## config.mk

```make
export PLATFORM = sky130hd
export DESIGN_NAME = atomic_reservation_amo_unit_core
export DESIGN_NICKNAME = d
export VERILOG_FILES = /design/src/rtl/core/aramo_pkg.sv /design/src/rtl/core/aramo_alu.sv /design/src/rtl/core/atomic_reservation_amo_unit_core.sv
export SDC_FILE = /design/constraint.sdc
export NUM_CORES = 1
export LEC_CHECK = 0
export BUFFER_PORTS_ARGS = -buffer_cell sky130_fd_sc_hd__buf_4
export CAP_MARGIN = 15
export CORE_ASPECT_RATIO = 1.4
export CORE_MARGIN = 1
export CORE_UTILIZATION = 60
export DETAILED_ROUTE_END_ITERATION = 6
export PLACE_DENSITY = 0.85
export SYNTH_ARGS = -nofsm -noshare
export SYNTH_HDL_FRONTEND = slang
export SYNTH_SLANG_ARGS = --single-unit
```

## constraint.sdc

```tcl
create_clock -name clk_i -period 7.7 [get_ports clk_i]
set_clock_uncertainty 0.05 [all_clocks]
set_input_delay 0.77 -clock clk_i [delete_from_list [all_inputs] [get_ports clk_i]]
set_output_delay 0.77 -clock clk_i [all_outputs]
set_load 0.01 [all_outputs]
```

## src/rtl/core/aramo_pkg.sv

```systemverilog
// Package: shared types and constants for the atomic reservation unit.
`timescale 1ns / 1ps

package aramo_pkg;

  typedef enum logic [1:0] {
    REQ_WRITE = 2'd0,
    REQ_LR    = 2'd1,
    REQ_SC    = 2'd2,
    REQ_AMO   = 2'd3
  } req_type_e;

  typedef enum logic [3:0] {
    AMO_SWAP = 4'd0,
    AMO_ADD  = 4'd1,
    AMO_XOR  = 4'd2,
    AMO_AND  = 4'd3,
    AMO_OR   = 4'd4,
    AMO_MIN  = 4'd5,
    AMO_MAX  = 4'd6,
    AMO_MINU = 4'd7,
    AMO_MAXU = 4'd8
  } amo_op_e;

  typedef enum logic [1:0] {
    FAULT_NONE      = 2'd0,
    FAULT_MISALIGN  = 2'd1,
    FAULT_UNMAPPED  = 2'd2,
    FAULT_DEV_ERROR = 2'd3
  } fault_e;

  localparam int unsigned DataW = 64;
  localparam int unsigned WordW = 32;

  localparam logic [DataW-1:0] WordMask = {{(DataW-WordW){1'b0}}, {WordW{1'b1}}};

endpackage

```

## src/rtl/core/aramo_alu.sv

```systemverilog
// AMO read-modify-write datapath: computes the replacement value.
`timescale 1ns / 1ps

module aramo_alu import aramo_pkg::*; (
  input  logic [3:0]       op_i,
  input  logic [DataW-1:0] mem_i,     // original value, already width-masked
  input  logic [DataW-1:0] opnd_i,    // operand, already width-masked
  input  logic             dbl_i,
  output logic [DataW-1:0] res_o
);

  logic [DataW-1:0] sbit;
  logic [DataW-1:0] mask;
  logic [DataW-1:0] sum;
  logic             slt;
  logic             ult;

  always_comb begin
    sbit = dbl_i ? {1'b1, {(DataW-1){1'b0}}} : {{(DataW-WordW){1'b0}}, 1'b1, {(WordW-1){1'b0}}};
    mask = dbl_i ? {DataW{1'b1}} : WordMask;
    // signed compare by flipping the sign bit of the active width
    slt  = ((mem_i ^ sbit) & mask) < ((opnd_i ^ sbit) & mask);
    ult  = mem_i < opnd_i;
    sum  = (mem_i + opnd_i) & mask;
    case (op_i)
      AMO_SWAP: res_o = opnd_i;
      AMO_ADD:  res_o = sum;
      AMO_XOR:  res_o = mem_i ^ opnd_i;
      AMO_AND:  res_o = mem_i & opnd_i;
      AMO_OR:   res_o = mem_i | opnd_i;
      AMO_MIN:  res_o = slt ? mem_i : opnd_i;
      AMO_MAX:  res_o = slt ? opnd_i : mem_i;
      AMO_MINU: res_o = ult ? mem_i : opnd_i;
      AMO_MAXU: res_o = ult ? opnd_i : mem_i;
      default:  res_o = mem_i;  // undefined op writes the original back
    endcase
  end

endmodule

```

## src/rtl/core/atomic_reservation_amo_unit_core.sv

```systemverilog
// Top level: LR/SC reservations, AMO and plain-write control for all harts.
// Pipeline: a word accepted is registered in the input register, resolved in the compute stage,
// and its result is registered in the result register, which drives done_o and the result outputs.
// Throughput: one word per cycle; busy_o stays low, the receiver cannot stall.
// Reservation state is resolved in the single compute stage between the two registers.
// Reset: pipeline valids and all reservation valid bits clear; stored addresses are not reset.
`timescale 1ns / 1ps

module atomic_reservation_amo_unit_core import aramo_pkg::*; #(
  parameter int unsigned HARTS     = 4,
  parameter int unsigned ADDR_BITS = 32
) (
  input  logic             clk_i,
  input  logic             rst_ni,
  input  logic             start_i,
  output logic             busy_o,
  input  logic [1:0]       req_type_i,
  input  logic [1:0]       hart_id_i,
  input  logic [31:0]      address_i,
  input  logic             is_double_i,
  input  logic [3:0]       amo_op_i,
  input  logic [DataW-1:0] operand_i,
  input  logic [DataW-1:0] mem_data_i,
  input  logic             unmapped_i,
  input  logic             read_error_i,
  input  logic             write_error_i,
  output logic             done_o,
  output logic [1:0]       fault_o,
  output logic             sc_success_o,
  output logic             write_enable_o,
  output logic [DataW-1:0] write_data_o,
  output logic [DataW-1:0] result_value_o
);

  localparam int unsigned IdxW = (HARTS > 1) ? $clog2(HARTS) : 1;
  localparam int unsigned ExtW = (IdxW > 2) ? IdxW : 2;
  localparam int unsigned AW   = (ADDR_BITS < 32) ? ADDR_BITS : 32;

  typedef struct packed {
    logic [AW-1:0] addr;
    logic          dbl;
  } resv_ent_t;

  // input register
  logic             in_vld_q;
  req_type_e        req_q;
  logic [IdxW-1:0]  slot_q;
  logic             has_slot_q;
  logic [AW-1:0]    addr_q;
  logic             dbl_q;
  logic [3:0]       op_q;
  logic [DataW-1:0] opnd_q;
  logic [DataW-1:0] mdata_q;
  logic             unmapped_q;
  logic             rerr_q;
  logic             werr_q;

  // reservation storage
  logic [HARTS-1:0] resv_vld_q, resv_vld_d;
  resv_ent_t        resv_mem [HARTS];
  resv_ent_t        resv_rd_q;

  // compute stage
  logic [ExtW-1:0]  hart_ext;
  logic [IdxW-1:0]  slot_in;
  logic             accept;
  logic [DataW-1:0] dmask;
  logic [DataW-1:0] opnd_m;
  logic [DataW-1:0] mdata_m;
  logic [DataW-1:0] amo_res;
  logic             misal;
  logic             sel_vld;
  logic             match;
  logic             lr_set;
  logic             sc_drop;
  logic             clr_all;
  fault_e           fault_d;
  logic             sc_ok_d;
  logic             wen_d;
  logic [DataW-1:0] wdata_d;
  logic [DataW-1:0] result_d;

  // result register
  logic             done_q;
  fault_e           fault_q;
  logic             sc_ok_q;
  logic             wen_q;
  logic [DataW-1:0] wdata_q;
  logic [DataW-1:0] result_q;

  assign busy_o   = 1'b0;
  assign accept   = start_i & ~busy_o;
  assign hart_ext = ExtW'(hart_id_i);
  assign slot_in  = hart_ext[IdxW-1:0];

  always_ff @(posedge clk_i or negedge rst_ni) begin
    if (!rst_ni) begin
      in_vld_q <= 1'b0;
    end else begin
      in_vld_q <= accept;
    end
  end

  always_ff @(posedge clk_i) begin
    if (accept) begin
      req_q      <= req_type_e'(req_type_i);
      slot_q     <= slot_in;
      has_slot_q <= ({30'b0, hart_id_i} < 32'(HARTS));
      addr_q     <= address_i[AW-1:0];
      dbl_q      <= is_double_i;
      op_q       <= amo_op_i;
      opnd_q     <= operand_i;
      mdata_q    <= mem_data_i;
      unmapped_q <= unmapped_i;
      rerr_q     <= read_error_i;
      werr_q     <= write_error_i;
    end
  end

  // Reservation table: written by a completing LR, read for the incoming word.
  // A same-slot write at the read edge is forwarded.
  always_ff @(posedge clk_i) begin
    if (lr_set) begin
      resv_mem[slot_q] <= '{addr: addr_q, dbl: dbl_q};
    end
    if (lr_set && (slot_q == slot_in)) begin
      resv_rd_q <= '{addr: addr_q, dbl: dbl_q};
    end else begin
      resv_rd_q <= resv_mem[slot_in];
    end
  end

  always_ff @(posedge clk_i or negedge rst_ni) begin
    if (!rst_ni) begin
      resv_vld_q <= '0;
    end else begin
      resv_vld_q <= resv_vld_d;
    end
  end

  assign dmask   = dbl_q ? {DataW{1'b1}} : WordMask;
  assign opnd_m  = opnd_q & dmask;
  assign mdata_m = mdata_q & dmask;

  aramo_alu u_alu (
    .op_i   (op_q),
    .mem_i  (mdata_m),
    .opnd_i (opnd_m),
    .dbl_i  (dbl_q),
    .res_o  (amo_res)
  );

  always_comb begin
    misal    = (req_q != REQ_WRITE) && (dbl_q ? (addr_q[2:0] != 3'b0) : (addr_q[1:0] != 2'b0));
    sel_vld  = has_slot_q ? resv_vld_q[slot_q] : 1'b0;
    match    = sel_vld && (resv_rd_q.addr == addr_q) && (resv_rd_q.dbl == dbl_q);
    fault_d  = FAULT_NONE;
    sc_ok_d  = 1'b0;
    wen_d    = 1'b0;
    wdata_d  = '0;
    result_d = '0;
    lr_set   = 1'b0;
    sc_drop  = 1'b0;
    clr_all  = 1'b0;

    if (in_vld_q) begin
      if (misal) begin
        fault_d = FAULT_MISALIGN;
      end else begin
        unique case (req_q)
          REQ_WRITE: begin
            if (unmapped_q) begin
              fault_d = FAULT_UNMAPPED;
            end else begin
              wen_d   = 1'b1;
              wdata_d = opnd_m;
              if (werr_q) fault_d = FAULT_DEV_ERROR;
              else        clr_all = 1'b1;
            end
          end
          REQ_LR: begin
            if (unmapped_q) begin
              fault_d = FAULT_UNMAPPED;
            end else if (rerr_q) begin
              fault_d = FAULT_DEV_ERROR;
            end else begin
              result_d = mdata_m;
              lr_set   = has_slot_q;
            end
          end
          REQ_SC: begin
            sc_drop = has_slot_q;
            if (unmapped_q) begin
              fault_d = FAULT_UNMAPPED;
            end else if (match) begin
              wen_d   = 1'b1;
              wdata_d = opnd_m;
              if (werr_q) begin
                fault_d = FAULT_DEV_ERROR;
              end else begin
                sc_ok_d = 1'b1;
                clr_all = 1'b1;
              end
            end
          end
          REQ_AMO: begin
            if (unmapped_q) begin
              fault_d = FAULT_UNMAPPED;
            end else if (rerr_q) begin
              fault_d = FAULT_DEV_ERROR;
            end else begin
              result_d = mdata_m;
              wen_d    = 1'b1;
              wdata_d  = amo_res & dmask;
              if (werr_q) fault_d = FAULT_DEV_ERROR;
              else        clr_all = 1'b1;
            end
          end
          default: fault_d = FAULT_NONE;
        endcase
      end
    end

    resv_vld_d = resv_vld_q;
    if (sc_drop) resv_vld_d[slot_q] = 1'b0;
    if (lr_set)  resv_vld_d[slot_q] = 1'b1;
    if (clr_all) resv_vld_d = '0;
  end

  always_ff @(posedge clk_i or negedge rst_ni) begin
    if (!rst_ni) begin
      done_q <= 1'b0;
    end else begin
      done_q <= in_vld_q;
    end
  end

  always_ff @(posedge clk_i) begin
    if (in_vld_q) begin
      fault_q  <= fault_d;
      sc_ok_q  <= sc_ok_d;
      wen_q    <= wen_d;
      wdata_q  <= wdata_d;
      result_q <= result_d;
    end
  end

  assign done_o         = done_q;
  assign fault_o        = fault_q;
  assign sc_success_o   = sc_ok_q;
  assign write_enable_o = wen_q;
  assign write_data_o   = wdata_q;
  assign result_value_o = result_q;

endmodule
```

; ---- Yosys cells after proc, flatten, opt, wreduce, memory -nomap -nowiden
; Memory sizes are Yosys's and may differ from the RTL's. A register that Yosys moved wholly into a read port is not among the register bits.
; Index checks and enable logic that the tools add are counted.
[totals]
register_bits = 310
mem_bits_rw = 132
inputBits = 175
out_inout_bits = 134
wordCells = 118
mem_count = 1
[op_classes]
n_addsub = 1
magnitude_cmp = 4
eq_ne = 13
muxes = 53
n_bitwise = 16
reduce_logical = 12
[memory_table]
columns = name, words, width, rd, rd_ports_with_merged_regs, wr, line
row1 = resv_mem, 4, 33, 1, 1, 1, atomic_reservation_amo_unit_core.sv:60  ; resv_ent_t resv_mem [HARTS];
[op_table]
columns = cell, count
row1 = $mux W64, 11
row2 = $pmux W64 S9, 1
row3 = $and A64 B64 Y64, 7
row4 = $pmux W64 S3, 1
row5 = $xor A64 B64 Y64, 3
row6 = $lt A64 B64 Y1, 2
row7 = $add A64 B64 Y64, 1
row8 = $or A64 B64 Y64, 1
row9 = $eq A32 B32 Y1, 1
row10 = $mux W1, 24
row11 = $eq A4 B3 Y1 const B, 4
row12 = $mux W2, 8
row13 = $mux W4, 3
row14 = $eq A4 B2 Y1 const B, 2
row15 = $pmux W2 S4, 1
row16 = $pmux W1 S3, 2
row17 = $and A4 B4 Y4, 1
row18 = $eq A2 B2 Y1 const B, 2
row19 = $eq A4 B1 Y1 const B, 1
row20 = $eq A4 B4 Y1 const B, 1
row21 = $logic_and A1 B1 Y1, 4
row22 = $logic_not A4 Y1, 1
row23 = $not A4 Y4, 1
row24 = $or A4 B4 Y4, 1
row25 = 12 further kinds, 15

; ---- Longest topological paths before layout
[logic_depth]
word_depth = 11
mapped_depth = 26

; ---- Modules after synthesis
; From an unflattened synthesis, not the netlist that was laid out.
[hier_totals]
hier_cells = 2582
area_unflattened_um2 = 27734.1
[by_module_without_submodules]
columns = module, n_inst, cells_per_inst, area_per_inst_um2, seq_area_each_um2
row1 = atomic_reservation_amo_unit_core, 1, 972, 17160.2, 13282.7
row2 = aramo_alu, 1, 1610, 10573.9, 0.0

; ---- Least setup slack after synthesis
; No wires, ideal clock.
[synth_path]
kind = register -> register
start = reg in_vld_q
end = mem resv_mem[0][0] (netlist name) (enable)
setup_time_ns = 0.466
arrival_time_ns = 6.066
required_time_ns = 7.184
setup_slack_ns = 1.118
stages_incl_launch_ff = 3
n_path_buf = 0
synth_period_minus_slack_ns = 6.582
cell_sequence = dfrtp_1 -> nand4b_1 -> nor3_1
[synth_between]
elab_chain_cells = 3
[synth_rtl]
columns = item, line
row1 = start: declaration, atomic_reservation_amo_unit_core.sv:45  ; logic in_vld_q;
row2 = start signal: assignment, atomic_reservation_amo_unit_core.sv:100  ; in_vld_q <= accept;
row3 = $mux W1, atomic_reservation_amo_unit_core.sv:166  ; if (in_vld_q) begin
row4 = $mux W1, atomic_reservation_amo_unit_core.sv:123  ; if (lr_set) begin
row5 = $mux W1 (implied by the code), atomic_reservation_amo_unit_core.sv:124  ; resv_mem[slot_q] <= '{addr: addr_q, dbl: dbl_q};
row6 = end: declaration, atomic_reservation_amo_unit_core.sv:60
; Every way passes these cells.

; ---- Final worst setup path
[layout_path]
start = reg dbl_q
end = reg wdata_q[41], in the netlist write_data_o[41], data pin
[layout_between]
elab_chain_cells = 11
[layout_rtl]
columns = item, line
row1 = start: declaration, atomic_reservation_amo_unit_core.sv:50  ; logic dbl_q;
row2 = start signal: assignment, atomic_reservation_amo_unit_core.sv:110  ; dbl_q <= is_double_i;
row3 = $mux W64, "aramo_alu.sv:20, atomic_reservation_amo_unit_core.sv:141"
row4 = $and A64 B64 Y64 (on tied branches), "atomic_reservation_amo_unit_core.sv:143, atomic_reservation_amo_unit_core.sv:142"
row5 = $xor A64 B64 Y64, aramo_alu.sv:22  ; slt = ((mem_i ^ sbit) & mask) < ((opnd_i ^ sbit) & mask);
row6 = $and A64 B64 Y64, aramo_alu.sv:22
row7 = $lt A64 B64 Y1, aramo_alu.sv:22
row8 = $mux W64 (on tied branches), "aramo_alu.sv:32, aramo_alu.sv:31"
row9 = $pmux W64 S9, aramo_alu.sv:25  ; case (op_i)
row10 = $and A64 B64 Y64, atomic_reservation_amo_unit_core.sv:214  ; wdata_d = amo_res & dmask;
row11 = $mux W64, atomic_reservation_amo_unit_core.sv:209  ; end else if (rerr_q) begin
row12 = $mux W64, atomic_reservation_amo_unit_core.sv:207  ; if (unmapped_q) begin
row13 = $pmux W64 S3, atomic_reservation_amo_unit_core.sv:170  ; unique case (req_q)
row14 = end signal: assignment, atomic_reservation_amo_unit_core.sv:243  ; wdata_q <= wdata_d;
row15 = end: declaration, atomic_reservation_amo_unit_core.sv:88  ; logic [DataW-1:0] wdata_q;
; Several ways; a longest one is shown, not always the timed one.
; A chain may end at the register's enable or synchronous reset.

==> results.py <==
metrics = {
    "route": {
        "firstDrtPassIters": 7,
        "drc": 8,
        "wirelength_um": 105900,
        "drt_iter0_drc": 2833,
        "post_drt_wl_per_cell_um": 30.18,
        "postRouteAntennaNets": 0,
        "vias": 24540,
        "via_per_inst": 6.996,
    },
    "worst_setup_path": {
        "end_kind": "flop",
        "worstPathCellList": "buf_12, buf_4, nand2_1, ha_1, nor4_1, o21ai_1, or3_1, o31a_1, o211ai_2, nor3_1, or4b_4, a221oi_1, o32ai_1",
        "worst-r2r-setup-slack_ps": 1660,
        "path_delay_family": "simple AND/OR/NAND/NOR gates",
        "critical_path.max_fanout": 52,
        "required_ps": 7980,
        "crit_buf_inv": 2,
        "slowest_stage": "edfxtp_1",
        "crit_type": "reg -> reg",
        "cpPeakStageDelay_ps": 980,
        "cp.arrival_ps": 6320,
        "crit_path_start_kind": "flop",
    },
    "floorplan": {
        "initial_core_util": 0.6079,
        "row_count": 92,
        "dieArea_mm2": 0.04647,
        "fp.coreArea_mm2": 0.04501,
        "die_y_um": 254.7,
        "die_x_um": 182.5,
        "ios": 309,
    },
    "cts": {
        "clock_latency_ps": 610,
        "clock_path_buffers": 3,
        "cts_tree": "built",
        "cts_buffers": 44,
        "cts_sinks": 444,
        "clk_pin_slew_worst_paths_ps": 70,
        "post_cts_buffers": 0,
        "cts_root_buffer": "clkbuf_16",
        "h-tree-depth": 2,
        "cts-resized-gates": 0,
        "cts_hold_buf": 1,
    },
    "pwr": {
        "p_switching_w": 0.002099,
        "intPower_w": 0.004547,
        "power_frac_comb": 0.221,
        "power_frac_clock": 0.334,
        "p_per_area_mw_per_mm2": 210.4,
        "power_w": 0.006645,
        "leakage_nw": 12.40,
        "swShare": 0.3158,
        "ir_drop_mv": 0.2110,
        "seqPwrFrac": 0.446,
    },
    "flow_run": {
        "maxCapViolations": 0,
    },
    "yosys": {
        "syn_nets": 2980,
        "async_reset_ff_frac": 0.01351,
        "ys_ff_latch": 444,
        "yosysWarnings": 0,
        "synth_cell_type_count": 102,
        "synth_flop_cell": "edfxtp_1",
        "syn-cell-area_mm2": 0.02736,
        "yosysSeqAreaShare": 0.4855,
        "synth_cells": 2616,
        "syn_area_per_cell_um2": 10.46,
        "synth_edf_count": 436,
    },
    "global_route": {
        "grt_util_met1": 0.4929,
        "antenna_found_initial": 0,
        "met2_usage": 0.7557,
        "grt_pass1_wl_um": 153400,
        "grt_max_degree": 72,
        "grt_pass1_vias": 24670,
        "overflow": 0,
        "gr-max-usage-layer": "met2",
        "grtUsageMet3": 0.09267,
        "grt_usage": 0.4507,
    },
    "finish": {
        "syn_to_final_growth_pct": 15.44,
        "multi_input_area_mm2": 0.01278,
        "final_nets": 3226,
        "regArea_mm2": 0.01329,
        "layout-drive-gt1-share": 0.1775,
        "nFillCells": 3139,
    },
    "timing": {
        "finalCritPeriodShare": 0.7850,
        "tns_ps": 0,
        "post-route-min-period_ps": 6044,
        "slew_violations": 0,
        "rsz0062_at_grt": "no",
        "setup_viol": 0,
        "relSlewSlack": 0.2368,
        "worstMarginPinSlew_ps": 1134,
        "fmax_ghz": 0.1654,
        "hold_violations": 0,
    },
    "placement": {
        "post-dp-hpwl_um": 73900,
        "portBuffers": 307,
        "gp_congestion": 1.035,
    },
    "outcome": {
        "outcome": "finished with violations",
        "violations": "design-rule violations",
    },
    "min_path": {
        "hold_path.class": "in -> reg",
    },
}
cell type report:
class                   instances  share of cell area
diodes                          1          0.00007923
well taps                     611             0.02420
multi-input cells            1846              0.4045
clock buffers                  51             0.03569
repair buffers                353             0.08442
inverters                     173             0.02056
clock inverters                28            0.009784
flip-flops and latches        444              0.4207
cell usage after synthesis, types with 29 or more instances:
library cell	count	share of area
a221oi_1	39	0.012
nand2_1	237	0.033
inv_1	170	0.023
nor3_1	34	0.0062
xnor2_1	44	0.014
a21o_1	29	0.0080
o21ai_0	180	0.033
clkbuf_1	106	0.015
a31oi_1	39	0.0089
nor2_1	194	0.027
o22ai_1	33	0.0075
o211ai_1	40	0.011
edfxtp_1	436	0.48
ha_1	188	0.086
nand3_1	43	0.0079
a21oi_1	200	0.037
mux2i_1	31	0.011
through the flow:
| stage | cells | hold slack, ps | cell area [um^2] | util | worst slack [ps] |
|---|---|---|---|---|---|
| final | 3507 | 247.6 | 31590 | 0.7018 | 1656 |
| after CTS | 3505 | 243.3 | 31580 | 0.7016 | 1879 |
| after global routing | 3506 | 243.1 | 31580 | 0.7017 | 1526 |
| after floorplan | 2616 | 424.4 | 27360 | - | 1118 |
| after global placement | 3425 | 450.3 | 30130 | 0.6695 | 2118 |
| after detailed placement | 3425 | 472.0 | 30130 | 0.6695 | 1934 |
logic make-up after synthesis:
kind of cell / Yosys count / share of synthesized area
AO/OA/AOI/OAI: 835 / 0.2041
AND/OR/NAND/NOR: 695 / 0.1204
flip-flops: 444 / 0.4855
buffers and inverters: 326 / 0.04985
adder cells (fa/ha/maj): 190 / 0.08707
XOR/XNOR: 69 / 0.02236
multiplexers: 56 / 0.03069
other: 1 / 0.0001371
layout by cell type, fill, tap and decap left out, types with 24 or more instances in the layout:
cell type / instances
mux2i_1: 31
buf_4: 349
nand2b_1: 26
nor3_1: 33
o21a_1: 26
a221oi_1: 39
a31oi_1: 39
o21ai_0: 179
o221ai_1: 25
xnor2_1: 44
nor2_1: 187
nand3_1: 43
a21o_1: 29
edfxtp_1: 436
ha_1: 188
xor2_1: 24
clkbuf_16: 44
o22ai_1: 33
o211ai_1: 40
nand2_1: 236
inv_1: 170
a21oi_1: 200
power by group through the flow:
stage	sequential [W]	combinational, W	clock (W)
2_1_floorplan	0.00295	0.000858	0
3_3_place_gp	0.00299	0.00137	0
4_1_cts	0.00295	0.00141	0.00221
3_5_place_dp	0.00300	0.00139	0
6_report	0.00296	0.00147	0.00222
5_1_grt	0.00297	0.00155	0.00229
flip-flops by register name, summed over array words and instances (netlist names), 2 cells and up, named ones only:
signal,cells
mdata_q,64
op_q,4
write_data_o,64
result_value_o,64
resv_mem,132
opnd_q,64
slot_q,2
req_q,2
addr_q,32
fault_o,2
resv_vld_q,4
routing by layer:
metal / routed length (um) / vias to the layer above
met2: 50760 / 1959
met3: 10460 / 579
met5: 0 / -
met4: 9957 / 0
met1: 34680 / 11670
li1: - / 10330
final timing paths:
path                                    startpoint                             end  cells past startpoint
hold / removal                        hart_id_i[0]                            flop                      1
setup / recovery                   dbl_q$_DFFE_PP_  write_data_o[41]$_SDFFCE_PP0P_                     13
setup reg to reg                   dbl_q$_DFFE_PP_  write_data_o[41]$_SDFFCE_PP0P_                     13
max in group asynchronous                   rst_ni              in_vld_q$_DFF_PN0_                      2
hold reg to reg            resv_vld_q[0]$_DFF_PN0_         resv_vld_q[0]$_DFF_PN0_                      2
min in group asynchronous                   rst_ni         resv_vld_q[1]$_DFF_PN0_                      2
Note: power is estimated with default switching activity, not from simulation.
